<file path="config.mk">
export PLATFORM = sky130hd
export DESIGN_NAME = rtp_stream_monitor_unit_flat
export DESIGN_NICKNAME = d
export VERILOG_FILES = /design/src/sv/rsm_pkg.sv /design/src/sv/rsm_if.sv /design/src/sv/rtp_stream_monitor_unit.sv /design/src/sv/rsm_div.sv /design/src/sv/rsm_dp.sv /design/src/sv/rsm_ctrl.sv /design/src/flat_wrapper.sv
export VERILOG_INCLUDE_DIRS = /design/src /design/src/sv
export SDC_FILE = /design/constraint.sdc
export NUM_CORES = 2
export LEC_CHECK = 0
export BUFFER_PORTS_ARGS = -buffer_cell sky130_fd_sc_hd__buf_4
export CAP_MARGIN = 30
export CORE_MARGIN = 2
export CORE_UTILIZATION = 56
export CTS_CLUSTER_DIAMETER = 30
export DETAILED_ROUTE_END_ITERATION = 16
export PLACE_DENSITY_LB_ADDON = 0.15
export SLEW_MARGIN = 40
export SYNTH_ARGS = -nofsm -noshare
export SYNTH_HDL_FRONTEND = slang
export SYNTH_SLANG_ARGS = --single-unit
export TNS_END_PERCENT = 30
</file>
<file path="constraint.sdc">
create_clock -name clk -period 7.7 [get_ports clk]
set_input_delay 0.77 -clock clk [delete_from_list [all_inputs] [get_ports clk]]
set_output_delay 0.77 -clock clk [all_outputs]
set_load 0.02 [all_outputs]
</file>
<file path="src/sv/rtp_stream_monitor_unit_assert.svh">
// Assertion macros used by the monitor's control RTL file, rsm_ctrl.sv.
// They expect clk and rst_n in the enclosing scope.
`ifndef RTP_STREAM_MONITOR_UNIT_ASSERT_SVH
`define RTP_STREAM_MONITOR_UNIT_ASSERT_SVH

// Same-cycle implication.
`define RSM_ASSERT_IMPL(lbl, ante, cons) \
  lbl: assert property (@(posedge clk) disable iff (!rst_n) (ante) |-> (cons)) \
    else $error("rsm assertion failed");

// Next-cycle implication.
`define RSM_ASSERT_NEXT(lbl, ante, cons) \
  lbl: assert property (@(posedge clk) disable iff (!rst_n) (ante) |=> (cons)) \
    else $error("rsm assertion failed");

`endif

</file>
<file path="src/sv/rsm_pkg.sv">
`default_nettype none
package rsm_pkg;

  localparam int SEQ_W     = 16;
  localparam int SRC_W     = 32;
  localparam int LEN_W     = 16;
  localparam int PKT_W     = 16;
  localparam int LOSS_W    = 48;
  localparam int BYTE_W    = 32;
  localparam int BITS_W    = 35;
  localparam int TICK_W    = 32;
  localparam int TS_W      = 9;
  localparam int DVS_W     = TICK_W + 1;
  localparam int DIV_STEPS = BITS_W;

  localparam logic CMD_PACKET = 1'b0;
  localparam logic CMD_TICK   = 1'b1;

  typedef enum logic [1:0] {
    S_IDLE = 2'b01,
    S_DIV  = 2'b10
  } ctrl_state_t;

  typedef struct packed {
    logic pkt_ld;
    logic tick_ld;
    logic commit;
  } ctrl_cmd_t;

  typedef struct packed {
    logic div_busy;
    logic div_done;
  } dp_stat_t;

endpackage
`default_nettype wire

</file>
<file path="src/sv/rsm_if.sv">
`default_nettype none
interface rsm_in_if;
  import rsm_pkg::*;

  logic              valid;
  logic              ready;
  logic              cmd;
  logic [SEQ_W-1:0]  seq_num;
  logic [SRC_W-1:0]  source_id;
  logic [LEN_W-1:0]  datagram_bytes;

  modport source (output valid, cmd, seq_num, source_id, datagram_bytes, input ready);
  modport sink   (input valid, cmd, seq_num, source_id, datagram_bytes, output ready);
endinterface

interface rsm_out_if;
  import rsm_pkg::*;

  logic              valid;
  logic              ready;
  logic [PKT_W-1:0]  packet_total;
  logic [LOSS_W-1:0] lost_packets;
  logic              source_mismatch;
  logic [TS_W-1:0]   ts_packets;
  logic [BITS_W-1:0] interval_bits;
  logic [BITS_W-1:0] peak_bits;
  logic [BITS_W-1:0] mean_bits;

  modport source (output valid, packet_total, lost_packets, source_mismatch, ts_packets,
                  interval_bits, peak_bits, mean_bits, input ready);
  modport sink   (input valid, packet_total, lost_packets, source_mismatch, ts_packets,
                  interval_bits, peak_bits, mean_bits, output ready);
endinterface
`default_nettype wire

</file>
<file path="src/sv/rtp_stream_monitor_unit.sv">
`default_nettype none
// RTP stream monitor. Each input beat is a received packet (cmd = 0) or a one-second tick
// (cmd = 1) and yields exactly one result beat. Packets can be accepted back to back as long
// as the result register drains, and a new packet is taken in the same cycle the previous
// result is taken. A tick occupies the block from accept through 35 steps of the bit-serial
// divider that updates the running mean to commit; the input stays not ready until the tick
// result is loaded. No clearing pass follows reset.
module rtp_stream_monitor_unit #(
  parameter int unsigned TS_PACKET_BYTES  = 188,
  parameter int unsigned RTP_HEADER_BYTES = 12
) (
  input  wire logic clk,
  input  wire logic rst_n,
  rsm_in_if.sink    in_ch,
  rsm_out_if.source out_ch
);
  import rsm_pkg::*;

  ctrl_cmd_t cmd;
  dp_stat_t  stat;

  rsm_ctrl u_ctrl (
    .clk       (clk),
    .rst_n     (rst_n),
    .in_valid  (in_ch.valid),
    .in_cmd    (in_ch.cmd),
    .in_ready  (in_ch.ready),
    .out_valid (out_ch.valid),
    .out_ready (out_ch.ready),
    .cmd       (cmd),
    .stat      (stat)
  );

  rsm_dp #(
    .TS_PACKET_BYTES  (TS_PACKET_BYTES),
    .RTP_HEADER_BYTES (RTP_HEADER_BYTES)
  ) u_dp (
    .clk             (clk),
    .rst_n           (rst_n),
    .cmd             (cmd),
    .stat            (stat),
    .seq_num         (in_ch.seq_num),
    .source_id       (in_ch.source_id),
    .datagram_bytes  (in_ch.datagram_bytes),
    .packet_total    (out_ch.packet_total),
    .lost_packets    (out_ch.lost_packets),
    .source_mismatch (out_ch.source_mismatch),
    .ts_packets      (out_ch.ts_packets),
    .interval_bits   (out_ch.interval_bits),
    .peak_bits       (out_ch.peak_bits),
    .mean_bits       (out_ch.mean_bits)
  );
endmodule
`default_nettype wire

</file>
<file path="src/sv/rsm_div.sv">
`default_nettype none
module rsm_div (
  input  wire logic                       clk,
  input  wire logic                       rst_n,
  input  wire logic                       start,
  input  wire logic [rsm_pkg::BITS_W-1:0] dividend,
  input  wire logic [rsm_pkg::DVS_W-1:0]  divisor,
  output      logic                       busy,
  output      logic                       done,
  output      logic [rsm_pkg::BITS_W-1:0] quotient,
  output      logic                       rem_nz
);
  import rsm_pkg::*;

  localparam int CNT_W = $clog2(DIV_STEPS + 1);

  logic               busy_r, busy_nxt;
  logic               done_r, done_nxt;
  logic [CNT_W-1:0]   cnt_r, cnt_nxt;
  logic [BITS_W-1:0]  dvd_r;
  logic [DVS_W-1:0]   dvs_r;
  logic [DVS_W-1:0]   rem_r;
  logic [DVS_W+1:0]   trial;

  assign trial = {1'b0, rem_r, dvd_r[BITS_W-1]} - {2'b00, dvs_r};

  always_comb begin
    busy_nxt = busy_r;
    done_nxt = 1'b0;
    cnt_nxt  = cnt_r;
    if (start) begin
      busy_nxt = 1'b1;
      cnt_nxt  = CNT_W'(DIV_STEPS);
    end else if (busy_r) begin
      cnt_nxt = cnt_r - CNT_W'(1);
      if (cnt_r == CNT_W'(1)) begin
        busy_nxt = 1'b0;
        done_nxt = 1'b1;
      end
    end
  end

  always_ff @(posedge clk) begin
    if (!rst_n) begin
      busy_r <= 1'b0;
      done_r <= 1'b0;
      cnt_r  <= '0;
    end else begin
      busy_r <= busy_nxt;
      done_r <= done_nxt;
      cnt_r  <= cnt_nxt;
    end
  end

  always_ff @(posedge clk) begin
    if (start) begin
      dvd_r <= dividend;
      dvs_r <= divisor;
      rem_r <= '0;
    end else if (busy_r) begin
      if (trial[DVS_W+1]) begin
        rem_r <= {rem_r[DVS_W-2:0], dvd_r[BITS_W-1]};
        dvd_r <= {dvd_r[BITS_W-2:0], 1'b0};
      end else begin
        rem_r <= trial[DVS_W-1:0];
        dvd_r <= {dvd_r[BITS_W-2:0], 1'b1};
      end
    end
  end

  assign busy     = busy_r;
  assign done     = done_r;
  assign quotient = dvd_r;
  assign rem_nz   = |rem_r;
endmodule
`default_nettype wire

</file>
<file path="src/sv/rsm_dp.sv">
`default_nettype none
module rsm_dp #(
  parameter int unsigned TS_PACKET_BYTES  = 188,
  parameter int unsigned RTP_HEADER_BYTES = 12
) (
  input  wire logic                       clk,
  input  wire logic                       rst_n,
  input  wire rsm_pkg::ctrl_cmd_t         cmd,
  output      rsm_pkg::dp_stat_t          stat,
  input  wire logic [rsm_pkg::SEQ_W-1:0]  seq_num,
  input  wire logic [rsm_pkg::SRC_W-1:0]  source_id,
  input  wire logic [rsm_pkg::LEN_W-1:0]  datagram_bytes,
  output      logic [rsm_pkg::PKT_W-1:0]  packet_total,
  output      logic [rsm_pkg::LOSS_W-1:0] lost_packets,
  output      logic                       source_mismatch,
  output      logic [rsm_pkg::TS_W-1:0]   ts_packets,
  output      logic [rsm_pkg::BITS_W-1:0] interval_bits,
  output      logic [rsm_pkg::BITS_W-1:0] peak_bits,
  output      logic [rsm_pkg::BITS_W-1:0] mean_bits
);
  import rsm_pkg::*;

  localparam int PAY_W = LEN_W + 1;
  localparam int K     = PAY_W + $clog2(TS_PACKET_BYTES);
  localparam int MW    = K + 1;
  localparam int PW    = PAY_W + MW;
  localparam int QW    = PW - K;
  localparam longint unsigned RECIP_L =
    ((64'd1 << K) + 64'(TS_PACKET_BYTES) - 64'd1) / 64'(TS_PACKET_BYTES);
  localparam logic [63:0] RECIP_V = RECIP_L;
  localparam logic [MW-1:0] RECIP = RECIP_V[MW-1:0];

  logic [SRC_W-1:0]  latched_source_r;
  logic [SEQ_W-1:0]  expected_seq_r;
  logic [PKT_W-1:0]  packet_counter_r;
  logic [LOSS_W-1:0] loss_total_r;
  logic [BYTE_W-1:0] byte_accum_r;
  logic [BITS_W-1:0] last_interval_r;
  logic [BITS_W-1:0] peak_interval_r;
  logic [BITS_W-1:0] mean_interval_r;
  logic [TICK_W-1:0] tick_total_r;
  logic              neg_r;

  logic [PKT_W-1:0]  o_packet_total_r;
  logic [LOSS_W-1:0] o_lost_packets_r;
  logic              o_source_mismatch_r;
  logic [TS_W-1:0]   o_ts_packets_r;
  logic [BITS_W-1:0] o_interval_bits_r;
  logic [BITS_W-1:0] o_peak_bits_r;
  logic [BITS_W-1:0] o_mean_bits_r;

  logic              mismatch;
  logic [PKT_W-1:0]  pkt_cnt_nxt;
  logic [SEQ_W-1:0]  gap;
  logic [LOSS_W:0]   loss_sum;
  logic [LOSS_W-1:0] loss_nxt;
  logic [BYTE_W:0]   byte_sum;
  logic [BYTE_W-1:0] byte_nxt;
  logic              pay_ok;
  logic [LEN_W-1:0]  pay;
  logic [PAY_W-1:0]  pay_rnd;
  logic [PW-1:0]     ts_prod;
  logic [QW-1:0]     ts_q;
  logic [TS_W-1:0]   ts_val;
  logic [BITS_W-1:0] x_bits;
  logic              x_neg;
  logic [BITS_W-1:0] diff;
  logic [DVS_W-1:0]  divisor;
  logic [BITS_W-1:0] div_q;
  logic              div_rnz;
  logic              div_busy;
  logic              div_done;
  logic [BITS_W-1:0] mean_nxt;
  logic [TICK_W-1:0] tick_nxt;

  assign mismatch    = (latched_source_r != '0) && (latched_source_r != source_id);
  assign pkt_cnt_nxt = packet_counter_r + PKT_W'(1);
  assign gap         = seq_num - expected_seq_r;
  assign loss_sum    = {1'b0, loss_total_r} + {{(LOSS_W + 1 - SEQ_W){1'b0}}, gap};
  assign loss_nxt    = loss_sum[LOSS_W] ? {LOSS_W{1'b1}} : loss_sum[LOSS_W-1:0];
  assign byte_sum    = {1'b0, byte_accum_r} + {{(BYTE_W + 1 - LEN_W){1'b0}}, datagram_bytes};
  assign byte_nxt    = byte_sum[BYTE_W] ? {BYTE_W{1'b1}} : byte_sum[BYTE_W-1:0];

  assign pay_ok  = datagram_bytes > LEN_W'(RTP_HEADER_BYTES);
  assign pay     = datagram_bytes - LEN_W'(RTP_HEADER_BYTES);
  assign pay_rnd = {1'b0, pay} + PAY_W'(TS_PACKET_BYTES - 1);
  assign ts_prod = {{MW{1'b0}}, pay_rnd} * {{PAY_W{1'b0}}, RECIP};
  assign ts_q    = ts_prod[PW-1:K];
  always_comb begin
    if (!pay_ok) begin
      ts_val = '0;
    end else if (|ts_q[QW-1:TS_W]) begin
      ts_val = {TS_W{1'b1}};
    end else begin
      ts_val = ts_q[TS_W-1:0];
    end
  end

  assign x_bits  = {byte_accum_r, 3'b000};
  assign x_neg   = x_bits < mean_interval_r;
  assign diff    = x_neg ? (mean_interval_r - x_bits) : (x_bits - mean_interval_r);
  assign divisor = {1'b0, tick_total_r} + DVS_W'(1);

  assign mean_nxt = neg_r ? (mean_interval_r - div_q - BITS_W'(div_rnz))
                          : (mean_interval_r + div_q);
  assign tick_nxt = (&tick_total_r) ? tick_total_r : tick_total_r + TICK_W'(1);

  rsm_div u_div (
    .clk      (clk),
    .rst_n    (rst_n),
    .start    (cmd.tick_ld),
    .dividend (diff),
    .divisor  (divisor),
    .busy     (div_busy),
    .done     (div_done),
    .quotient (div_q),
    .rem_nz   (div_rnz)
  );

  assign stat.div_busy = div_busy;
  assign stat.div_done = div_done;

  always_ff @(posedge clk) begin
    if (!rst_n) begin
      latched_source_r <= '0;
      expected_seq_r   <= '0;
      packet_counter_r <= '0;
      loss_total_r     <= '0;
      byte_accum_r     <= '0;
      last_interval_r  <= '0;
      peak_interval_r  <= '0;
      mean_interval_r  <= '0;
      tick_total_r     <= '0;
      neg_r            <= 1'b0;
    end else begin
      if (cmd.pkt_ld) begin
        if (latched_source_r == '0) begin
          latched_source_r <= source_id;
        end
        packet_counter_r <= pkt_cnt_nxt;
        loss_total_r     <= loss_nxt;
        expected_seq_r   <= seq_num + SEQ_W'(1);
        byte_accum_r     <= byte_nxt;
      end
      if (cmd.tick_ld) begin
        last_interval_r <= x_bits;
        if (x_bits > peak_interval_r) begin
          peak_interval_r <= x_bits;
        end
        neg_r        <= x_neg;
        byte_accum_r <= '0;
      end
      if (cmd.commit) begin
        mean_interval_r <= mean_nxt;
        tick_total_r    <= tick_nxt;
      end
    end
  end

  always_ff @(posedge clk) begin
    if (cmd.pkt_ld) begin
      o_packet_total_r    <= pkt_cnt_nxt;
      o_lost_packets_r    <= loss_nxt;
      o_source_mismatch_r <= mismatch;
      o_ts_packets_r      <= ts_val;
      o_interval_bits_r   <= last_interval_r;
      o_peak_bits_r       <= peak_interval_r;
      o_mean_bits_r       <= mean_interval_r;
    end else if (cmd.commit) begin
      o_packet_total_r    <= packet_counter_r;
      o_lost_packets_r    <= loss_total_r;
      o_source_mismatch_r <= 1'b0;
      o_ts_packets_r      <= '0;
      o_interval_bits_r   <= last_interval_r;
      o_peak_bits_r       <= peak_interval_r;
      o_mean_bits_r       <= mean_nxt;
    end
  end

  assign packet_total    = o_packet_total_r;
  assign lost_packets    = o_lost_packets_r;
  assign source_mismatch = o_source_mismatch_r;
  assign ts_packets      = o_ts_packets_r;
  assign interval_bits   = o_interval_bits_r;
  assign peak_bits       = o_peak_bits_r;
  assign mean_bits       = o_mean_bits_r;
endmodule
`default_nettype wire

</file>
<file path="src/sv/rsm_ctrl.sv">
`default_nettype none
`include "rtp_stream_monitor_unit_assert.svh"
module rsm_ctrl (
  input  wire logic               clk,
  input  wire logic               rst_n,
  input  wire logic               in_valid,
  input  wire logic               in_cmd,
  output      logic               in_ready,
  output      logic               out_valid,
  input  wire logic               out_ready,
  output      rsm_pkg::ctrl_cmd_t cmd,
  input  wire rsm_pkg::dp_stat_t  stat
);
  import rsm_pkg::*;

  ctrl_state_t state_r, state_nxt;
  logic        out_valid_r, out_valid_nxt;
  logic        slot_free;
  logic        accept;

  assign slot_free   = !out_valid_r || out_ready;
  assign in_ready    = (state_r == S_IDLE) && slot_free;
  assign accept      = in_valid && in_ready;
  assign cmd.pkt_ld  = accept && (in_cmd == CMD_PACKET);
  assign cmd.tick_ld = accept && (in_cmd == CMD_TICK);
  assign cmd.commit  = (state_r == S_DIV) && stat.div_done;

  always_comb begin
    state_nxt = state_r;
    unique case (state_r)
      S_IDLE: begin
        if (cmd.tick_ld) begin
          state_nxt = S_DIV;
        end
      end
      S_DIV: begin
        if (cmd.commit) begin
          state_nxt = S_IDLE;
        end
      end
      default: state_nxt = S_IDLE;
    endcase
  end

  always_comb begin
    priority if (cmd.pkt_ld || cmd.commit) begin
      out_valid_nxt = 1'b1;
    end else if (out_ready) begin
      out_valid_nxt = 1'b0;
    end else begin
      out_valid_nxt = out_valid_r;
    end
  end

  always_ff @(posedge clk) begin
    if (!rst_n) begin
      state_r     <= S_IDLE;
      out_valid_r <= 1'b0;
    end else begin
      state_r     <= state_nxt;
      out_valid_r <= out_valid_nxt;
    end
  end

  assign out_valid = out_valid_r;

  `RSM_ASSERT_IMPL(a_idle_div_quiet, state_r == S_IDLE, !stat.div_busy && !stat.div_done)
  `RSM_ASSERT_NEXT(a_tick_starts_div, cmd.tick_ld, (state_r == S_DIV) && stat.div_busy)
  `RSM_ASSERT_NEXT(a_commit_shows_beat, cmd.commit, out_valid_r && (state_r == S_IDLE))
  `RSM_ASSERT_IMPL(a_commit_slot_free, cmd.commit, !out_valid_r || out_ready)
endmodule
`default_nettype wire

</file>
<file path="src/flat_wrapper.sv">
// flat-port wrapper written by rule: the top's interface ports become plain ports
module rtp_stream_monitor_unit_flat import rsm_pkg::*;
#(
  parameter int unsigned TS_PACKET_BYTES  = 188,
  parameter int unsigned RTP_HEADER_BYTES = 12
)
  (clk, rst_n, in_ch_valid, in_ch_cmd, in_ch_seq_num, in_ch_source_id, in_ch_datagram_bytes, in_ch_ready, out_ch_valid, out_ch_packet_total, out_ch_lost_packets, out_ch_source_mismatch, out_ch_ts_packets, out_ch_interval_bits, out_ch_peak_bits, out_ch_mean_bits, out_ch_ready);
  rsm_in_if in_ch_i ();
  rsm_out_if out_ch_i ();
  input  wire logic clk;
  input  wire logic rst_n;
  input wire logic [$bits(in_ch_i.valid)-1:0] in_ch_valid;
  input wire logic [$bits(in_ch_i.cmd)-1:0] in_ch_cmd;
  input wire logic [$bits(in_ch_i.seq_num)-1:0] in_ch_seq_num;
  input wire logic [$bits(in_ch_i.source_id)-1:0] in_ch_source_id;
  input wire logic [$bits(in_ch_i.datagram_bytes)-1:0] in_ch_datagram_bytes;
  output wire logic [$bits(in_ch_i.ready)-1:0] in_ch_ready;
  output wire logic [$bits(out_ch_i.valid)-1:0] out_ch_valid;
  output wire logic [$bits(out_ch_i.packet_total)-1:0] out_ch_packet_total;
  output wire logic [$bits(out_ch_i.lost_packets)-1:0] out_ch_lost_packets;
  output wire logic [$bits(out_ch_i.source_mismatch)-1:0] out_ch_source_mismatch;
  output wire logic [$bits(out_ch_i.ts_packets)-1:0] out_ch_ts_packets;
  output wire logic [$bits(out_ch_i.interval_bits)-1:0] out_ch_interval_bits;
  output wire logic [$bits(out_ch_i.peak_bits)-1:0] out_ch_peak_bits;
  output wire logic [$bits(out_ch_i.mean_bits)-1:0] out_ch_mean_bits;
  input wire logic [$bits(out_ch_i.ready)-1:0] out_ch_ready;
  assign in_ch_i.valid = in_ch_valid;
  assign in_ch_i.cmd = in_ch_cmd;
  assign in_ch_i.seq_num = in_ch_seq_num;
  assign in_ch_i.source_id = in_ch_source_id;
  assign in_ch_i.datagram_bytes = in_ch_datagram_bytes;
  assign in_ch_ready = in_ch_i.ready;
  assign out_ch_valid = out_ch_i.valid;
  assign out_ch_packet_total = out_ch_i.packet_total;
  assign out_ch_lost_packets = out_ch_i.lost_packets;
  assign out_ch_source_mismatch = out_ch_i.source_mismatch;
  assign out_ch_ts_packets = out_ch_i.ts_packets;
  assign out_ch_interval_bits = out_ch_i.interval_bits;
  assign out_ch_peak_bits = out_ch_i.peak_bits;
  assign out_ch_mean_bits = out_ch_i.mean_bits;
  assign out_ch_i.ready = out_ch_ready;
  rtp_stream_monitor_unit #(.TS_PACKET_BYTES(TS_PACKET_BYTES), .RTP_HEADER_BYTES(RTP_HEADER_BYTES)) u_core (.clk(clk), .rst_n(rst_n), .in_ch(in_ch_i), .out_ch(out_ch_i));
endmodule
</file>
==> impl_metrics.toml <==
[run_status]
status = "finished, final reports clean"

[worst_hold_path]
whs_path_depth = 2
hp-class = "primary input to flop"
hold_path_end = "u_core.u_dp.expected_seq_r[0]$_SDFFE_PN0P_"
hold_start = "in_ch_seq_num[0]"

[cts]
cts_made_buffers = 115
clockBufferDepth = 3
clkSlewWorstSetupHoldPaths_ns = 0.05
tritoncts = "built"
numClockSinks = 561
cts_hold_buf = 0
clk-insertion-delay-late_ns = 0.69
cts_root_buffer = "clkbuf_16"
h-tree-depth = 3

[layout]
fillers = 5764
n_antenna_cell = 0
syn_to_final_growth_pct = 19.2
final_cell_mix = "inv_1 (471), a21oi_1 (433), ha_1 (429), nand2_1 (355), buf_4 (333)"
layout_commonest_cell = "inv_1"
multi_input_area_um2 = 23600
drive_gt1_share_pct = 13.5
ff_latch_area_um2 = 13600
final_nets = 5319

[floorplanning]
core-area_um2 = 69900
placementRows = 97
die_height_um = 269
ios = 250
dieArea_um2 = 72600
die_x_um = 269
start_util_pct = 56.4

[route]
via_per_inst = 5.64
drc = 0
wl_per_cell_um = 18.1
totalWireLength_mm = 104
drt_iter0_drc = 2263
num_vias = 32500
antenna_left = 0
drt_first_pass_iters = 5

[sta]
drv_slew = 0
slew_headroom_pct = 46.4
fin_crit_ns = 7.34
timing.fmax_ghz = 0.136
worst_slew_pin_slew_ns = 0.803
rsz0062_at_grt = "false"
setup_viol = 0
fin_tns_setup_ns = 0
period_share_pct = 95.3
finalHoldViolCount = 0
fin_ws_ns = 0.362
fin_worst_skew_ns = 0.0523

[setup_path]
critical_path.top_delay_family = "adder cells"
crit_buf_inv = 6
start_kind = "primary input"
path_max_fanout = 7
timing.rr.start = "u_core.u_dp.u_div.rem_r[28]$_SDFFE_PP0P_"
endpoint_kind = "flop"
r2r-end = "u_core.u_dp.mean_bits[34]$_DFFE_PP_"
worst_ep_arrival_time_ns = 7.75
r2r_setup_slack_ns = 1.62
cpMaxStageDelayCell = "fa_1"
critPathRequiredTime_ns = 8.11
path_class = "primary input to flop"
cpPeakStageDelay_ns = 0.52
r2r_cells = 20

[power]
ir_drop_mv = 0.693
p_leak_uw = 0.0206
powerDensity_nw_per_um2 = 331

[grt]
grt_pass1_wl_mm = 167
grt_max_degree = 105
overflow = 0
grt_pass1_vias = 31600
grt_usage_pct = 28.2
grt_antenna_before_repair = 0

[logic_synthesis]
synthAdderAreaFrac_pct = 18.7
synth_compound_area_share_pct = 18.0
synth_seq_cells = 561
synth.cell_area_um2 = 39500
synth_ff_type = "dfxtp_1"
synth_edf_count = 241
ys_seq_area_share_pct = 34.6
synth_area_per_cell_um2 = 8.89
ys_async_sr_fraction_pct = 0
muxShareOfSynthArea_pct = 1.04
synth_top_family_by_area = "adder cells"
yosys.area_share.simple_pct = 13.8
ys_types = 97
synth-xor-area-share_pct = 7.54
synth_cells = 4440
yosys_warnings = 0

[flow_run]
cap_violations = 0

[placement]
place_ws_ns = -0.366
place.gp.congestion = 0.930
io_buffers = 243
dp_hpwl_mm = 77.4
-- cell type report --
| class | count | area share, % |
|---|---|---|
| clock buffers | 128 | 6.44 |
| clock inverters | 90 | 2.57 |
| inverters | 479 | 3.86 |
| multi-input cells | 3224 | 50.1 |
| flip-flops and latches | 561 | 29.0 |
| well taps | 940 | 2.50 |
| repair buffers | 339 | 5.48 |
-- report_power, final --
group | internal [uW] | switching (uW) | total [uW]
logic | 2920 | 3770 | 6680
registers | 3370 | 200 | 3570
clock network | 3470 | 1830 | 5310
-- synthesized netlist by cell type, types with 54 or more instances --
library cell,instances,area (um2)
edfxtp_1,241,7240
nor2_1,332,1250
clkbuf_1,142,533
dfxtp_1,320,6410
o21ai_0,232,1160
inv_1,476,1790
a21oi_1,438,2190
nand3_1,118,591
xnor2_1,222,1940
ha_1,433,5420
a21o_1,100,751
nand2_1,358,1340
xor2_1,116,1020
nor3_1,54,270
fa_1,97,1940
a211oi_1,64,480
-- flip-flops by register name, indices dropped and copies added, names as in the netlist, 2 cells and up --
| register | count |
|---|---|
| u_core.u_ctrl.state_r | 2 |
| u_core.u_dp.byte_accum_r | 32 |
| u_core.u_dp.expected_seq_r | 16 |
| u_core.u_dp.interval_bits | 32 |
| u_core.u_dp.last_interval_r | 32 |
| u_core.u_dp.latched_source_r | 32 |
| u_core.u_dp.loss_total_r | 48 |
| u_core.u_dp.lost_packets | 48 |
| u_core.u_dp.mean_bits | 35 |
| u_core.u_dp.mean_interval_r | 35 |
| u_core.u_dp.packet_counter_r | 16 |
| u_core.u_dp.packet_total | 16 |
| u_core.u_dp.peak_bits | 32 |
| u_core.u_dp.peak_interval_r | 32 |
| u_core.u_dp.tick_total_r | 32 |
| u_core.u_dp.ts_packets | 9 |
| u_core.u_dp.u_div.cnt_r | 6 |
| u_core.u_dp.u_div.dvs_r | 33 |
| u_core.u_dp.u_div.quotient | 35 |
| u_core.u_dp.u_div.rem_r | 33 |
-- kinds of logic after synthesis --
family                     after synthesis
muxes                                   40
and+or+nand+nor                       1160
AOI/OAI and AO/OA                     1149
other                                    1
buffers and inverters                  660
DFF                                    561
adders and majority gates              530
xor gates and xnor gates               339
-- worst register-to-register path: cells and delay by family, from the launching register on --
family          cells  cell delay, ns
buf+inv             1            0.05
xor+xnor            2            0.65
fa+ha+maj           3            1.16
flops               1            0.35
mux                 1            0.23
simple gates        8            2.11
compound gates      5            1.29
-- per-layer routing --
| metal | routed length (um) | GRT usage (%) | up-vias |
|---|---|---|---|
| met5 | 0 | 0 | - |
| met4 | 2640 | 9.11 | 0 |
| met3 | 6700 | 4.76 | 167 |
| met2 | 47200 | 45.5 | 911 |
| met1 | 47600 | 38.7 | 15314 |
| li1 | - | - | 16108 |
-- worst max path at each step --
stage / start / to / slack [ns] / depth (start not counted)
final: in_ch_datagram_bytes[2] / u_core.u_dp.ts_packets[1]$_SDFFCE_PP0P_ / 0.36 / 35
after global routing: in_ch_datagram_bytes[2] / u_core.u_dp.ts_packets[1]$_SDFFCE_PP0P_ / 0.008 / 38
after CTS: in_ch_datagram_bytes[3] / u_core.u_dp.ts_packets[1]$_SDFFCE_PP0P_ / 0.31 / 33
after detailed placement: in_ch_datagram_bytes[3] / u_core.u_dp.ts_packets[1]$_SDFFCE_PP0P_ / -0.37 / 33
after global placement: in_ch_datagram_bytes[3] / u_core.u_dp.ts_packets[0]$_SDFFCE_PP0P_ / -0.26 / 33
after floorplan: in_ch_datagram_bytes[2] / u_core.u_dp.ts_packets[0]$_SDFFCE_PP0P_ / -0.07 / 34
-- metrics by stage --
| step | power [uW] | std cells | hold WS, ns | instance area, um2 | utilization, % |
|---|---|---|---|---|---|
| 2_1_floorplan | 8540 | 4445 | 0.408 | 39700 | - |
| 3_3_place_gp | 10100 | 5542 | 0.412 | 42700 | 61.1 |
| 3_5_place_dp | 10300 | 5542 | 0.415 | 42800 | 61.2 |
| 4_1_cts | 15600 | 5760 | 0.256 | 47000 | 67.2 |
| 5_1_grt | 16800 | 5761 | 0.293 | 47000 | 67.3 |
| 6_report | 15600 | 5761 | 0.286 | 47000 | 67.3 |
-- repair_timing --
action	in CTS	in global routing
endpoints found under the setup margin	0	8
endpoints found under the hold margin	0	0
resized for setup	0	8
buffers inserted	0	1
Note: power is estimated with default switching activity, not from simulation.
